**src/rtl/cld_pkg.sv**
```systemverilog
// Shared types, codes and constants for the content-length deframer.
package cld_pkg;

	localparam int DEFAULT_LENGTH_BITS = 24;
	localparam int PREFIX_LEN = 16;

	localparam logic [7:0] CH_CR    = 8'h0D;
	localparam logic [7:0] CH_LF    = 8'h0A;
	localparam logic [7:0] CH_ZERO  = 8'h30;
	localparam logic [7:0] CH_NINE  = 8'h39;

	localparam logic [1:0] PH_HEADER = 2'd0;
	localparam logic [1:0] PH_CR     = 2'd1;
	localparam logic [1:0] PH_LF     = 2'd2;
	localparam logic [1:0] PH_BODY   = 2'd3;

	localparam logic [1:0] KIND_BODY  = 2'd0;
	localparam logic [1:0] KIND_EMPTY = 2'd1;
	localparam logic [1:0] KIND_ERROR = 2'd2;

	localparam logic [2:0] ERR_NONE       = 3'd0;
	localparam logic [2:0] ERR_EOF_HEADER = 3'd1;
	localparam logic [2:0] ERR_SEPARATOR  = 3'd2;
	localparam logic [2:0] ERR_EOF_BODY   = 3'd3;
	localparam logic [2:0] ERR_PREFIX     = 3'd4;
	localparam logic [2:0] ERR_TOO_LONG   = 3'd5;

	typedef struct packed {
		logic       valid;
		logic [1:0] kind;
		logic [7:0] body_byte;
		logic       last;
		logic [2:0] error_code;
	} cld_result_t;

	function automatic logic [7:0] prefix_char(input logic [3:0] idx);
		logic [7:0] ch;
		case (idx)
			4'd0: ch = 8'h43;
			4'd1: ch = 8'h6F;
			4'd2: ch = 8'h6E;
			4'd3: ch = 8'h74;
			4'd4: ch = 8'h65;
			4'd5: ch = 8'h6E;
			4'd6: ch = 8'h74;
			4'd7: ch = 8'h2D;
			4'd8: ch = 8'h4C;
			4'd9: ch = 8'h65;
			4'd10: ch = 8'h6E;
			4'd11: ch = 8'h67;
			4'd12: ch = 8'h74;
			4'd13: ch = 8'h68;
			4'd14: ch = 8'h3A;
			4'd15: ch = 8'h20;
			default: ch = 8'h00;
		endcase
		return ch;
	endfunction

endpackage

```
**src/rtl/cld_parser.sv**
```systemverilog
// Header and body state tracking; one word per step, at most one result.
module cld_parser
	import cld_pkg::*;
#(
	parameter int LENGTH_BITS = DEFAULT_LENGTH_BITS
) (
	input  logic        clk,
	input  logic        arst_n,
	input  logic        step,
	input  logic [7:0]  data_byte,
	input  logic        end_of_input,
	output cld_result_t result
);

	localparam int EXT_BITS = LENGTH_BITS + 4;

	logic [1:0]             phase_q, phase_n;
	logic [4:0]             prefix_pos_q, prefix_pos_n;
	logic                   prefix_bad_q, prefix_bad_n;
	logic                   saw_cr_q, saw_cr_n;
	logic                   number_done_q, number_done_n;
	logic                   length_overflow_q, length_overflow_n;
	logic [LENGTH_BITS-1:0] length_value_q, length_value_n;
	logic [LENGTH_BITS-1:0] bytes_left_q, bytes_left_n;
	logic                   clear;

	logic                   is_digit;
	logic [EXT_BITS-1:0]    len_ext;
	logic [EXT_BITS-1:0]    len_next;
	logic                   len_ovf;

	assign is_digit = (data_byte >= CH_ZERO) && (data_byte <= CH_NINE);
	assign len_ext  = {4'b0000, length_value_q};
	assign len_next = (len_ext << 3) + (len_ext << 1)
		+ {{(EXT_BITS-4){1'b0}}, data_byte[3:0]};
	assign len_ovf  = |len_next[EXT_BITS-1:LENGTH_BITS];

	always_comb begin
		phase_n           = phase_q;
		prefix_pos_n      = prefix_pos_q;
		prefix_bad_n      = prefix_bad_q;
		saw_cr_n          = saw_cr_q;
		number_done_n     = number_done_q;
		length_overflow_n = length_overflow_q;
		length_value_n    = length_value_q;
		bytes_left_n      = bytes_left_q;
		clear             = 1'b0;
		result            = '0;
		case (phase_q)
			PH_HEADER: begin
				if (end_of_input) begin
					clear             = 1'b1;
					result.valid      = 1'b1;
					result.kind       = KIND_ERROR;
					result.error_code = ERR_EOF_HEADER;
				end else if (saw_cr_q && data_byte == CH_LF) begin
					if (prefix_bad_q || prefix_pos_q < 5'(PREFIX_LEN)) begin
						clear             = 1'b1;
						result.valid      = 1'b1;
						result.kind       = KIND_ERROR;
						result.error_code = ERR_PREFIX;
					end else if (length_overflow_q) begin
						clear             = 1'b1;
						result.valid      = 1'b1;
						result.kind       = KIND_ERROR;
						result.error_code = ERR_TOO_LONG;
					end else begin
						phase_n = PH_CR;
					end
				end else begin
					if (data_byte == CH_CR) begin
						saw_cr_n = 1'b1;
					end
					if (prefix_pos_q < 5'(PREFIX_LEN)) begin
						if (data_byte != prefix_char(prefix_pos_q[3:0])) begin
							prefix_bad_n = 1'b1;
						end
						prefix_pos_n = prefix_pos_q + 5'd1;
					end else if (!number_done_q) begin
						if (is_digit) begin
							if (!length_overflow_q) begin
								if (len_ovf) begin
									length_overflow_n = 1'b1;
								end else begin
									length_value_n = len_next[LENGTH_BITS-1:0];
								end
							end
						end else begin
							number_done_n = 1'b1;
						end
					end
				end
			end
			PH_CR: begin
				if (end_of_input || data_byte != CH_CR) begin
					clear             = 1'b1;
					result.valid      = 1'b1;
					result.kind       = KIND_ERROR;
					result.error_code = ERR_SEPARATOR;
				end else begin
					phase_n = PH_LF;
				end
			end
			PH_LF: begin
				if (end_of_input || data_byte != CH_LF) begin
					clear             = 1'b1;
					result.valid      = 1'b1;
					result.kind       = KIND_ERROR;
					result.error_code = ERR_SEPARATOR;
				end else if (length_value_q == '0) begin
					clear        = 1'b1;
					result.valid = 1'b1;
					result.kind  = KIND_EMPTY;
					result.last  = 1'b1;
				end else begin
					bytes_left_n = length_value_q;
					phase_n      = PH_BODY;
				end
			end
			default: begin
				if (end_of_input) begin
					clear             = 1'b1;
					result.valid      = 1'b1;
					result.kind       = KIND_ERROR;
					result.error_code = ERR_EOF_BODY;
				end else begin
					result.valid     = 1'b1;
					result.kind      = KIND_BODY;
					result.body_byte = data_byte;
					if (bytes_left_q <= LENGTH_BITS'(1)) begin
						clear       = 1'b1;
						result.last = 1'b1;
					end else begin
						bytes_left_n = bytes_left_q - LENGTH_BITS'(1);
					end
				end
			end
		endcase
	end

	always_ff @(posedge clk or negedge arst_n) begin
		if (!arst_n) begin
			phase_q           <= PH_HEADER;
			prefix_pos_q      <= '0;
			prefix_bad_q      <= 1'b0;
			saw_cr_q          <= 1'b0;
			number_done_q     <= 1'b0;
			length_overflow_q <= 1'b0;
			length_value_q    <= '0;
			bytes_left_q      <= '0;
		end else if (step) begin
			if (clear) begin
				phase_q           <= PH_HEADER;
				prefix_pos_q      <= '0;
				prefix_bad_q      <= 1'b0;
				saw_cr_q          <= 1'b0;
				number_done_q     <= 1'b0;
				length_overflow_q <= 1'b0;
				length_value_q    <= '0;
				bytes_left_q      <= '0;
			end else begin
				phase_q           <= phase_n;
				prefix_pos_q      <= prefix_pos_n;
				prefix_bad_q      <= prefix_bad_n;
				saw_cr_q          <= saw_cr_n;
				number_done_q     <= number_done_n;
				length_overflow_q <= length_overflow_n;
				length_value_q    <= length_value_n;
				bytes_left_q      <= bytes_left_n;
			end
		end
	end

	a_body_count: assert property (@(posedge clk) disable iff (!arst_n)
		phase_q == PH_BODY |-> bytes_left_q != '0)
		else $error("body phase with no bytes left");

	a_prefix_sat: assert property (@(posedge clk) disable iff (!arst_n)
		prefix_pos_q <= 5'(PREFIX_LEN))
		else $error("prefix position past prefix length");

	a_no_early_digits: assert property (@(posedge clk) disable iff (!arst_n)
		prefix_pos_q < 5'(PREFIX_LEN) |-> !number_done_q && length_value_q == '0)
		else $error("length digits taken inside the prefix");

endmodule

```
**src/rtl/content_length_deframer_top.sv**
```systemverilog
// Top level of the content-length deframer: input stage, parser and result register.
//
// Input channel: in_valid/in_ready carry one word per item, data_byte plus
// end_of_input (data_byte is ignored when end_of_input is set).
// Output channel: out_valid/out_ready carry one result: kind (body byte,
// empty message, error), body_byte, last and error_code.
// Each header word yields no result unless it raises an error; each body word
// yields one body byte, the final one with last set. A zero length gives one
// empty-message result; an error gives one error result and the parser starts over.
// A word is registered in the input stage at acceptance, and its result is
// registered in the result register when the parser steps on that word.
// Throughput: one word per cycle while no result waits on out_ready, set by
// the combinational parser update between the input and result registers.
// When out_ready is low with a result waiting, the input stage holds one
// word and in_ready drops once that stage is full.
// Reset (arst_n low) clears both stages and returns the parser to the
// start of a header; no result is pending after reset.
module content_length_deframer_top
	import cld_pkg::*;
#(
	parameter int LENGTH_BITS = DEFAULT_LENGTH_BITS
) (
	input  logic       clk,
	input  logic       arst_n,
	input  logic       in_valid,
	output logic       in_ready,
	input  logic [7:0] data_byte,
	input  logic       end_of_input,
	output logic       out_valid,
	input  logic       out_ready,
	output logic [1:0] kind,
	output logic [7:0] body_byte,
	output logic       last,
	output logic [2:0] error_code
);

	logic        valid_s1;
	logic [7:0]  data_s1;
	logic        eof_s1;
	logic        out_valid_q;
	logic [1:0]  kind_q;
	logic [7:0]  body_byte_q;
	logic        last_q;
	logic [2:0]  error_code_q;
	logic        advance;
	logic        step;
	cld_result_t res;

	assign advance  = !out_valid_q || out_ready;
	assign step     = valid_s1 && advance;
	assign in_ready = !valid_s1 || advance;

	always_ff @(posedge clk or negedge arst_n) begin
		if (!arst_n) begin
			valid_s1 <= 1'b0;
		end else if (in_ready) begin
			valid_s1 <= in_valid;
		end
	end

	always_ff @(posedge clk) begin
		if (in_ready && in_valid) begin
			data_s1 <= data_byte;
			eof_s1  <= end_of_input;
		end
	end

	cld_parser #(
		.LENGTH_BITS(LENGTH_BITS)
	) u_parser (
		.clk          (clk),
		.arst_n       (arst_n),
		.step         (step),
		.data_byte    (data_s1),
		.end_of_input (eof_s1),
		.result       (res)
	);

	always_ff @(posedge clk or negedge arst_n) begin
		if (!arst_n) begin
			out_valid_q <= 1'b0;
		end else if (advance) begin
			out_valid_q <= step && res.valid;
		end
	end

	always_ff @(posedge clk) begin
		if (step && res.valid) begin
			kind_q       <= res.kind;
			body_byte_q  <= res.body_byte;
			last_q       <= res.last;
			error_code_q <= res.error_code;
		end
	end

	assign out_valid  = out_valid_q;
	assign kind       = kind_q;
	assign body_byte  = body_byte_q;
	assign last       = last_q;
	assign error_code = error_code_q;

	a_error_fields: assert property (@(posedge clk) disable iff (!arst_n)
		out_valid_q && kind_q == KIND_ERROR |-> !last_q && error_code_q != ERR_NONE)
		else $error("error result with last set or no code");

	a_code_only_on_error: assert property (@(posedge clk) disable iff (!arst_n)
		out_valid_q && kind_q != KIND_ERROR |-> error_code_q == ERR_NONE)
		else $error("error code on a non-error result");

	a_empty_last: assert property (@(posedge clk) disable iff (!arst_n)
		out_valid_q && kind_q == KIND_EMPTY |-> last_q && body_byte_q == 8'h00)
		else $error("empty message without last");

endmodule
```
**config.mk**
```make
export PLATFORM = sky130hd
export DESIGN_NAME = content_length_deframer_top
export DESIGN_NICKNAME = d
export VERILOG_FILES = /design/src/rtl/cld_pkg.sv /design/src/rtl/cld_parser.sv /design/src/rtl/content_length_deframer_top.sv
export SDC_FILE = /design/constraint.sdc
export NUM_CORES = 1
export LEC_CHECK = 0
export BUFFER_PORTS_ARGS = -buffer_cell sky130_fd_sc_hd__buf_2
export CORE_MARGIN = 2
export CORE_UTILIZATION = 65
export CTS_BUF_LIST = sky130_fd_sc_hd__clkbuf_4
export DETAILED_ROUTE_END_ITERATION = 16
export HOLD_SLACK_MARGIN = 0.05
export PLACE_DENSITY = 0.84
export SETUP_SLACK_MARGIN = 0.15
export SLEW_MARGIN = 20
export SYNTH_ARGS = -nofsm -noshare
export SYNTH_HDL_FRONTEND = slang
export SYNTH_SLANG_ARGS = --single-unit
```
**constraint.sdc**
```tcl
create_clock -name clk -period 4.22 [get_ports clk]
set_clock_uncertainty 0.2 [all_clocks]
set_input_delay 0.633 -clock clk [delete_from_list [all_inputs] [get_ports clk]]
set_output_delay 0.633 -clock clk [all_outputs]
set_load 0.1 [all_outputs]
```
Yosys cells after proc, flatten, opt, wreduce, memory -nomap -nowiden. Memory sizes are Yosys's and may differ from the RTL's. Cells that the tools add are included.

Latch bits: 0. Output and inout port bits: 16. Word-level logic and storage cells: 169. Memories kept: 1. RAM bits: 0. ROM bits: 112. Input port bits: 13. Flip-flop bits (word level): 84.

Memories: (name not given) (depth 16, bits a word 7, read ports 1, clocked after memory_dff 0, wr ports 0, RTL line cld_pkg.sv:38) `case (idx)`.

Order comparisons: 4. Add/sub/neg operators: 4. Div/mod/pow operators: 0. $mul: 0. Bitwise gates (word level): 0. Equal/unequal tests: 23. Muxes and demuxes: 90. Reduce and logical (&&, ||, !) cells: 31. Shift-type cells: 0.

Operators with widths (count): 24-bit two-way mux (14); 24-bit one-hot mux with 2 select lines (1); 1-bit two-way mux (38); 3-bit two-way mux (11); 8-bit two-way mux (4); 27-bit by 25-bit adder with 28-bit output (1); 28-bit by 4-bit adder with 28-bit output (1); 5-bit two-way mux (5); 24-bit by 1-bit <= comparator with 1-bit output, second input constant (1); 24-bit logical NOT (1); 2-bit two-way mux (12); 24-bit by 1-bit subtractor with 24-bit output, second input constant (1); 3-bit by 2-bit inequality test with 1-bit output, second input constant (6); 3-bit one-hot mux with 3 select lines (2); 9-bit AND reduction (2); 8-bit by 4-bit equality test with 1-bit output, second input constant (2); 8-bit by 4-bit inequality test with 1-bit output, second input constant (2); 5-bit AND reduction (3); 6-bit AND reduction (2); 2-bit by 1-bit inequality test with 1-bit output, second input constant (5); 2-bit nonzero test (5); 8-bit by 6-bit >= comparator with 1-bit output, second input constant (1); 8-bit by 6-bit <= comparator with 1-bit output, second input constant (1); 8-bit inequality test (1); 18 further kinds (30).

Longest topological paths before layout.
Depth after elaboration: 12. Gate-level depth with buffers: 14. Gate-level depth less buffers: 12.

Hierarchy. Synthesis repeated with hierarchy kept, for this count alone.

Cells, all modules: 686. Area, all modules: 6389.9 um2.

By module, submodules not included: cld_parser (cells each 653, area each 5587.9 um2, instances 1); content_length_deframer_top (cells each 33, area each 802.0 um2, instances 1).

Least setup slack after synthesis. Ideal clock, no wire load.

Path kind: reg-to-reg. From: reg data_s1[3]. To: reg u_parser.length_value_q[4]. Cell stages (with the launch flop): 15. Slack: 734 ps. Buffers on the path: 2. Arrival: 3160 ps. Library setup time: 125 ps. Path through: edfxtp_1 -> clkbuf_1 -> inv_1 -> fa_1 -> inv_1 -> ha_1 -> a211oi_1 -> o21ai_0 -> nand4_1 -> a31oi_1 -> a2111oi_4 -> o2111ai_4 -> buf_6 -> nand3_1 -> o21ai_1.

Longest elaborated chain between the ends: 10. Elaborated cells between the ends (all ways): 34. Classes of those cells: add/sub (1); order compare (2); eq/ne (9); mux (14); reduce/logical (8).

Ends and longest elaborated chain: start, declared (RTL line content_length_deframer_top.sv:38) `logic [7:0] data_s1;`; start signal, assigned (RTL line content_length_deframer_top.sv:63) `data_s1 <= data_byte;`; 28-bit by 4-bit adder with 28-bit output (RTL line cld_parser.sv:35) `+ {{(EXT_BITS-4){1'b0}}, data_byte[3:0]};`; 24-bit two-way mux (RTL line cld_parser.sv:82) `if (len_ovf) begin`; 24-bit two-way mux (RTL line cld_parser.sv:81) `if (!length_overflow_q) begin`; 24-bit two-way mux (RTL line cld_parser.sv:80) `if (is_digit) begin`; 24-bit two-way mux (RTL line cld_parser.sv:79) `end else if (!number_done_q) begin`; 24-bit two-way mux (RTL line cld_parser.sv:74) `if (prefix_pos_q < 5'(PREFIX_LEN)) begin`; 24-bit two-way mux (RTL line cld_parser.sv:56) `end else if (saw_cr_q && data_byte == CH_LF) begin`; 24-bit two-way mux (RTL line cld_parser.sv:51) `if (end_of_input) begin`; 24-bit two-way mux (RTL line cld_parser.sv:49) `case (phase_q)`; 24-bit two-way mux (RTL line cld_parser.sv:152) `if (clear) begin`; end signal, assigned (RTL line cld_parser.sv:168) `length_value_q <= length_value_n;`; end, declared (RTL line cld_parser.sv:23) `logic [LENGTH_BITS-1:0] length_value_q, length_value_n;`.

Several ways; a longest one is shown, not always the timed one. The select of a mux whose other input is x is not followed. A chain may end at the register's enable or synchronous reset.

Worst setup path in the final report.
From: reg u_parser.length_value_q[0]. To: reg u_parser.length_value_q[23].

Longest elaborated chain between the ends: 11. Elaborated cells between the ends (all ways): 25. Classes of those cells: add/sub (2); eq/ne (6); mux (12); reduce/logical (5).

Ends and longest elaborated chain: 27-bit by 25-bit adder with 28-bit output (RTL line cld_parser.sv:34) `assign len_next = (len_ext << 3) + (len_ext << 1)`; 28-bit by 4-bit adder with 28-bit output (RTL line cld_parser.sv:35); 24-bit two-way mux (RTL line cld_parser.sv:82); 24-bit two-way mux (RTL line cld_parser.sv:81); 24-bit two-way mux (RTL line cld_parser.sv:80); 24-bit two-way mux (RTL line cld_parser.sv:79); 24-bit two-way mux (RTL line cld_parser.sv:74); 24-bit two-way mux (RTL line cld_parser.sv:56); 24-bit two-way mux (RTL line cld_parser.sv:51); 24-bit two-way mux (RTL line cld_parser.sv:49); 24-bit two-way mux (RTL line cld_parser.sv:152).

Several ways; a longest one is shown, not always the timed one. The select of a mux whose other input is x is not followed.

==> metrics.log <==
[metrics] final clock period utilization by the worst path: 87.9%
[metrics] number of DRC violations after detailed routing: 0
[metrics] area fraction of the dominant cell type after synthesis: 23.5%
[metrics] arrival time at the worst endpoint: 3860 ps
[metrics] max-slew violation count: 0
[metrics] total of warnings raised by yosys: 0
[metrics] critical path class: flip-flop to flip-flop
[metrics] M1 WL: 7410 µm
[metrics] routed length on met3: 1070 µm
[metrics] worst hold-check path type: primary input to asynchronous set/reset pin
[metrics] proportion of layout cells with a drive suffix above 1: 13.0%
[metrics] Setup crit end kind: flip-flop
[metrics] remaining global-route overflow: 0
[metrics] Power Density: 337 nW/µm²
[metrics] clock tree root driver cell: sky130_fd_sc_hd__clkbuf_4
[metrics] topmost layer with routed signal wires: met4
[metrics] first-pass iteration count of the detailed router: 8
[metrics] initial antenna violation count: 0
[metrics] clock insertion delay at the later pin of the skew report: 450 ps
[metrics] Area Overhead vs Synth: 6.74%
[metrics] H-Tree Level Count: 3
[metrics] last weighted congestion value of the routability-driven placer: 0.940
[metrics] wire per inst: 18.5 µm
[metrics] NumNets Final: 819
[metrics] via count: 5806
[metrics] CTS clock-pin slew for the worst setup and hold paths: 150 ps
[metrics] floorplan row count: 36
[metrics] detailed router's first-iteration violation count: 538
[metrics] via count of the first global-routing pass: 5558
[metrics] setup violators final: 0
[metrics] starting utilization of the core area: 66.8%
[metrics] area of the mapped netlist: 6490 µm²
[metrics] Netlist cell types: 73
[metrics] Floorplan Core Area: 9730 µm²
[metrics] crit path max fanout: 14
[metrics] time the final worst path needs with I/O delays and setup: 3710 ps
[metrics] number of cells after detailed placement: 865
[metrics] Worst Tran Pin Value: 945 ps
[metrics] Die ar.: 10800 µm²
[metrics] final standard cell count with taps included and fillers excluded: 882
[metrics] count of maximum capacitance violations: 0
[metrics] IO buf count: 28
[metrics] vertical die dimension: 104 µm
[metrics] CTS tree: built
[metrics] pin count of the biggest net entering global routing: 42
[metrics] leading cell types in the layout, fill and taps excluded: sky130_fd_sc_hd__dfrtp_1 (61), sky130_fd_sc_hd__ha_1 (60), sky130_fd_sc_hd__nand2_1 (57)
[metrics] Seq cells post-synth: 84
[metrics] drt via density: 6.58
[metrics] Post-DP HPWL: 12400 µm
[metrics] f_max: 0.269 GHz
[metrics] Req. time, crit path: 4370 ps
[metrics] asr flop ratio synth: 72.6%
[metrics] worst-case vdd ir drop: 0.188 mV
[metrics] global-route wire length before repair: 27400 µm
[metrics] total inserted antenna cells: 0
[metrics] relative slew slack: 37.0%
[metrics] utilization after layout: 71.3%
[metrics] Max Buffers Root-to-Sink: 2
[metrics] result of the run: completed
[metrics] most common flop cell mapped by yosys: sky130_fd_sc_hd__dfrtp_1
[metrics] Sink Count: 84
[metrics] post-synthesis instance total: 727
[metrics] Synth Area per Inst: 8.93 µm²
[metrics] final antenna-violating net count: 0
[metrics] RSZ-0062 raised after global routing: false
[metrics] Net Count, Synth: 802
[metrics] Horiz. Die Dim: 104 µm
[metrics] total wirelength of the detailed-routed design: 16400 µm
[metrics] launching element type of the critical path: flip-flop
[metrics] number of fill cells in the layout: 743
[metrics] accumulated negative setup slack: 0 ps
[metrics] biggest area contributors in the synthesized netlist: sky130_fd_sc_hd__dfrtp_1 (24%), sky130_fd_sc_hd__ha_1 (12%), sky130_fd_sc_hd__edfxtp_1 (11%)
[metrics] part of the Yosys area used for sequential elements: 34.1%
[metrics] DR WL met2: 7610 µm
[metrics] EDFF count, synth: 23
[metrics] cell accounting for the most synthesized area: sky130_fd_sc_hd__dfrtp_1
[metrics] Final Hold Violating Endpoints: 0
[metrics] leading cell type in the layout, fill and taps excluded: sky130_fd_sc_hd__dfrtp_1
[metrics] clock buffer count from CTS: 9
[metrics] overall track demand over capacity in global routing: 31.0%
[metrics] num ports: 29
[metrics] leakage dissipation: 2.97 nW
## synth_stat cells (all sizes together), types with 7 or more instances
library cell / count
nor3: 27
o221ai: 13
o31ai: 8
nor4: 19
or3: 11
and3: 7
o21ai: 66
a21oi: 50
edfxtp: 23
nand3: 55
a21o: 11
and2: 17
xor2: 13
xnor2: 10
buf: 18
dfrtp: 61
inv: 27
ha: 60
o21a: 11
nor2: 54
nand2: 57
clkbuf: 17
nand4: 10
## path summary, 6_finish.rpt
kind	from	end	slack, ps	depth (start not counted)
hold reg to reg	u_parser.prefix_bad_q	u_parser.prefix_bad_q	330	1
setup / recovery	u_parser.length_value_q[0]	u_parser.length_value_q[23]	510	12
max in group asynchronous	arst_n	u_parser.length_value_q[12]	2850	2
min in group clk	data_byte[5]	data_s1[5]	140	1
setup reg to reg	u_parser.length_value_q[0]	u_parser.length_value_q[23]	510	12
hold / removal	arst_n	u_parser.bytes_left_q[19]	110	1
## critical path, cell delays in order (launching register included)
cell and delay [ps]:
sky130_fd_sc_hd__dfrtp_1 480, sky130_fd_sc_hd__inv_1 100, sky130_fd_sc_hd__fa_1 580, sky130_fd_sc_hd__inv_1 70, sky130_fd_sc_hd__ha_1 300, sky130_fd_sc_hd__a211oi_1 300, sky130_fd_sc_hd__o21ai_1 180, sky130_fd_sc_hd__nand4_1 200
sky130_fd_sc_hd__a31oi_1 170, sky130_fd_sc_hd__a2111oi_4 400, sky130_fd_sc_hd__o2111ai_4 220, sky130_fd_sc_hd__buf_12 190, sky130_fd_sc_hd__o31ai_1 210
## kinds of logic (layout without fill, tap and decap cells)
kind of cell | count (synthesis) | after routing | synth area share, %
muxes | 2 | 2 | 0.404
buffers and inverters | 62 | 84 | 4.41
and+or+nand+nor | 289 | 289 | 24.6
AOI/OAI and AO/OA | 205 | 205 | 21.2
adders and majority gates | 62 | 62 | 12.2
xor gates and xnor gates | 23 | 23 | 3.10
DFF | 84 | 84 | 34.1
## report_power, final
group	switching (mW)	internal, mW
clock	0.309	0.303
sequential	0.143	0.923
combinational	0.413	0.246
total	0.865	1.47
## registers in the layout, indices dropped and copies added (netlist names)
register	flops
last	1
u_parser.prefix_bad_q	1
u_parser.length_overflow_q	1
u_parser.phase_q	2
valid_s1	1
u_parser.saw_cr_q	1
u_parser.prefix_pos_q	5
u_parser.bytes_left_q	24
out_valid	1
kind	2
u_parser.length_value_q	24
body_byte	8
data_s1	8
eof_s1	1
error_code	3
u_parser.number_done_q	1
## stage by stage
stage               worst slack (ps)  area [µm²]  hold WS (ps)  total power, mW
floorplan                        734        6490           137             1.55
global placement                 553        6720           266             1.68
finish                           509        6930           110             2.34
global route                     213        6930           123             2.46
detailed placement               393        6720           290             1.72
CTS                              338        6910           124             2.32
## repair_timing
action / 4_1_cts / 5_1_grt
setup buffers: 0 / 1
gates resized for setup: 0 / 1
hold buffers: 0 / 0
setup endpoints to repair: 0 / 15
## per-layer routing
layer / GRT usage, % / vias to the layer above
li1: - / 2748
met1: 44.3 / 2803
met2: 49.5 / 230
met3: 4.39 / 25
met4: 9.07 / 0
met5: 0 / -
## final cells by class
class / instances / area (µm²) / area share [%]
Tap cell: 133 / 166 / 2.40
Timing Repair Buffer: 41 / 263 / 3.79
Multi-Input combinational cell: 581 / 4000 / 57.6
Clock inverter: 7 / 123 / 1.77
Sequential cell: 84 / 2220 / 32.0
Inverter: 27 / 101 / 1.46
Clock buffer: 9 / 67.6 / 0.975
(Power assumes the default switching activity.)
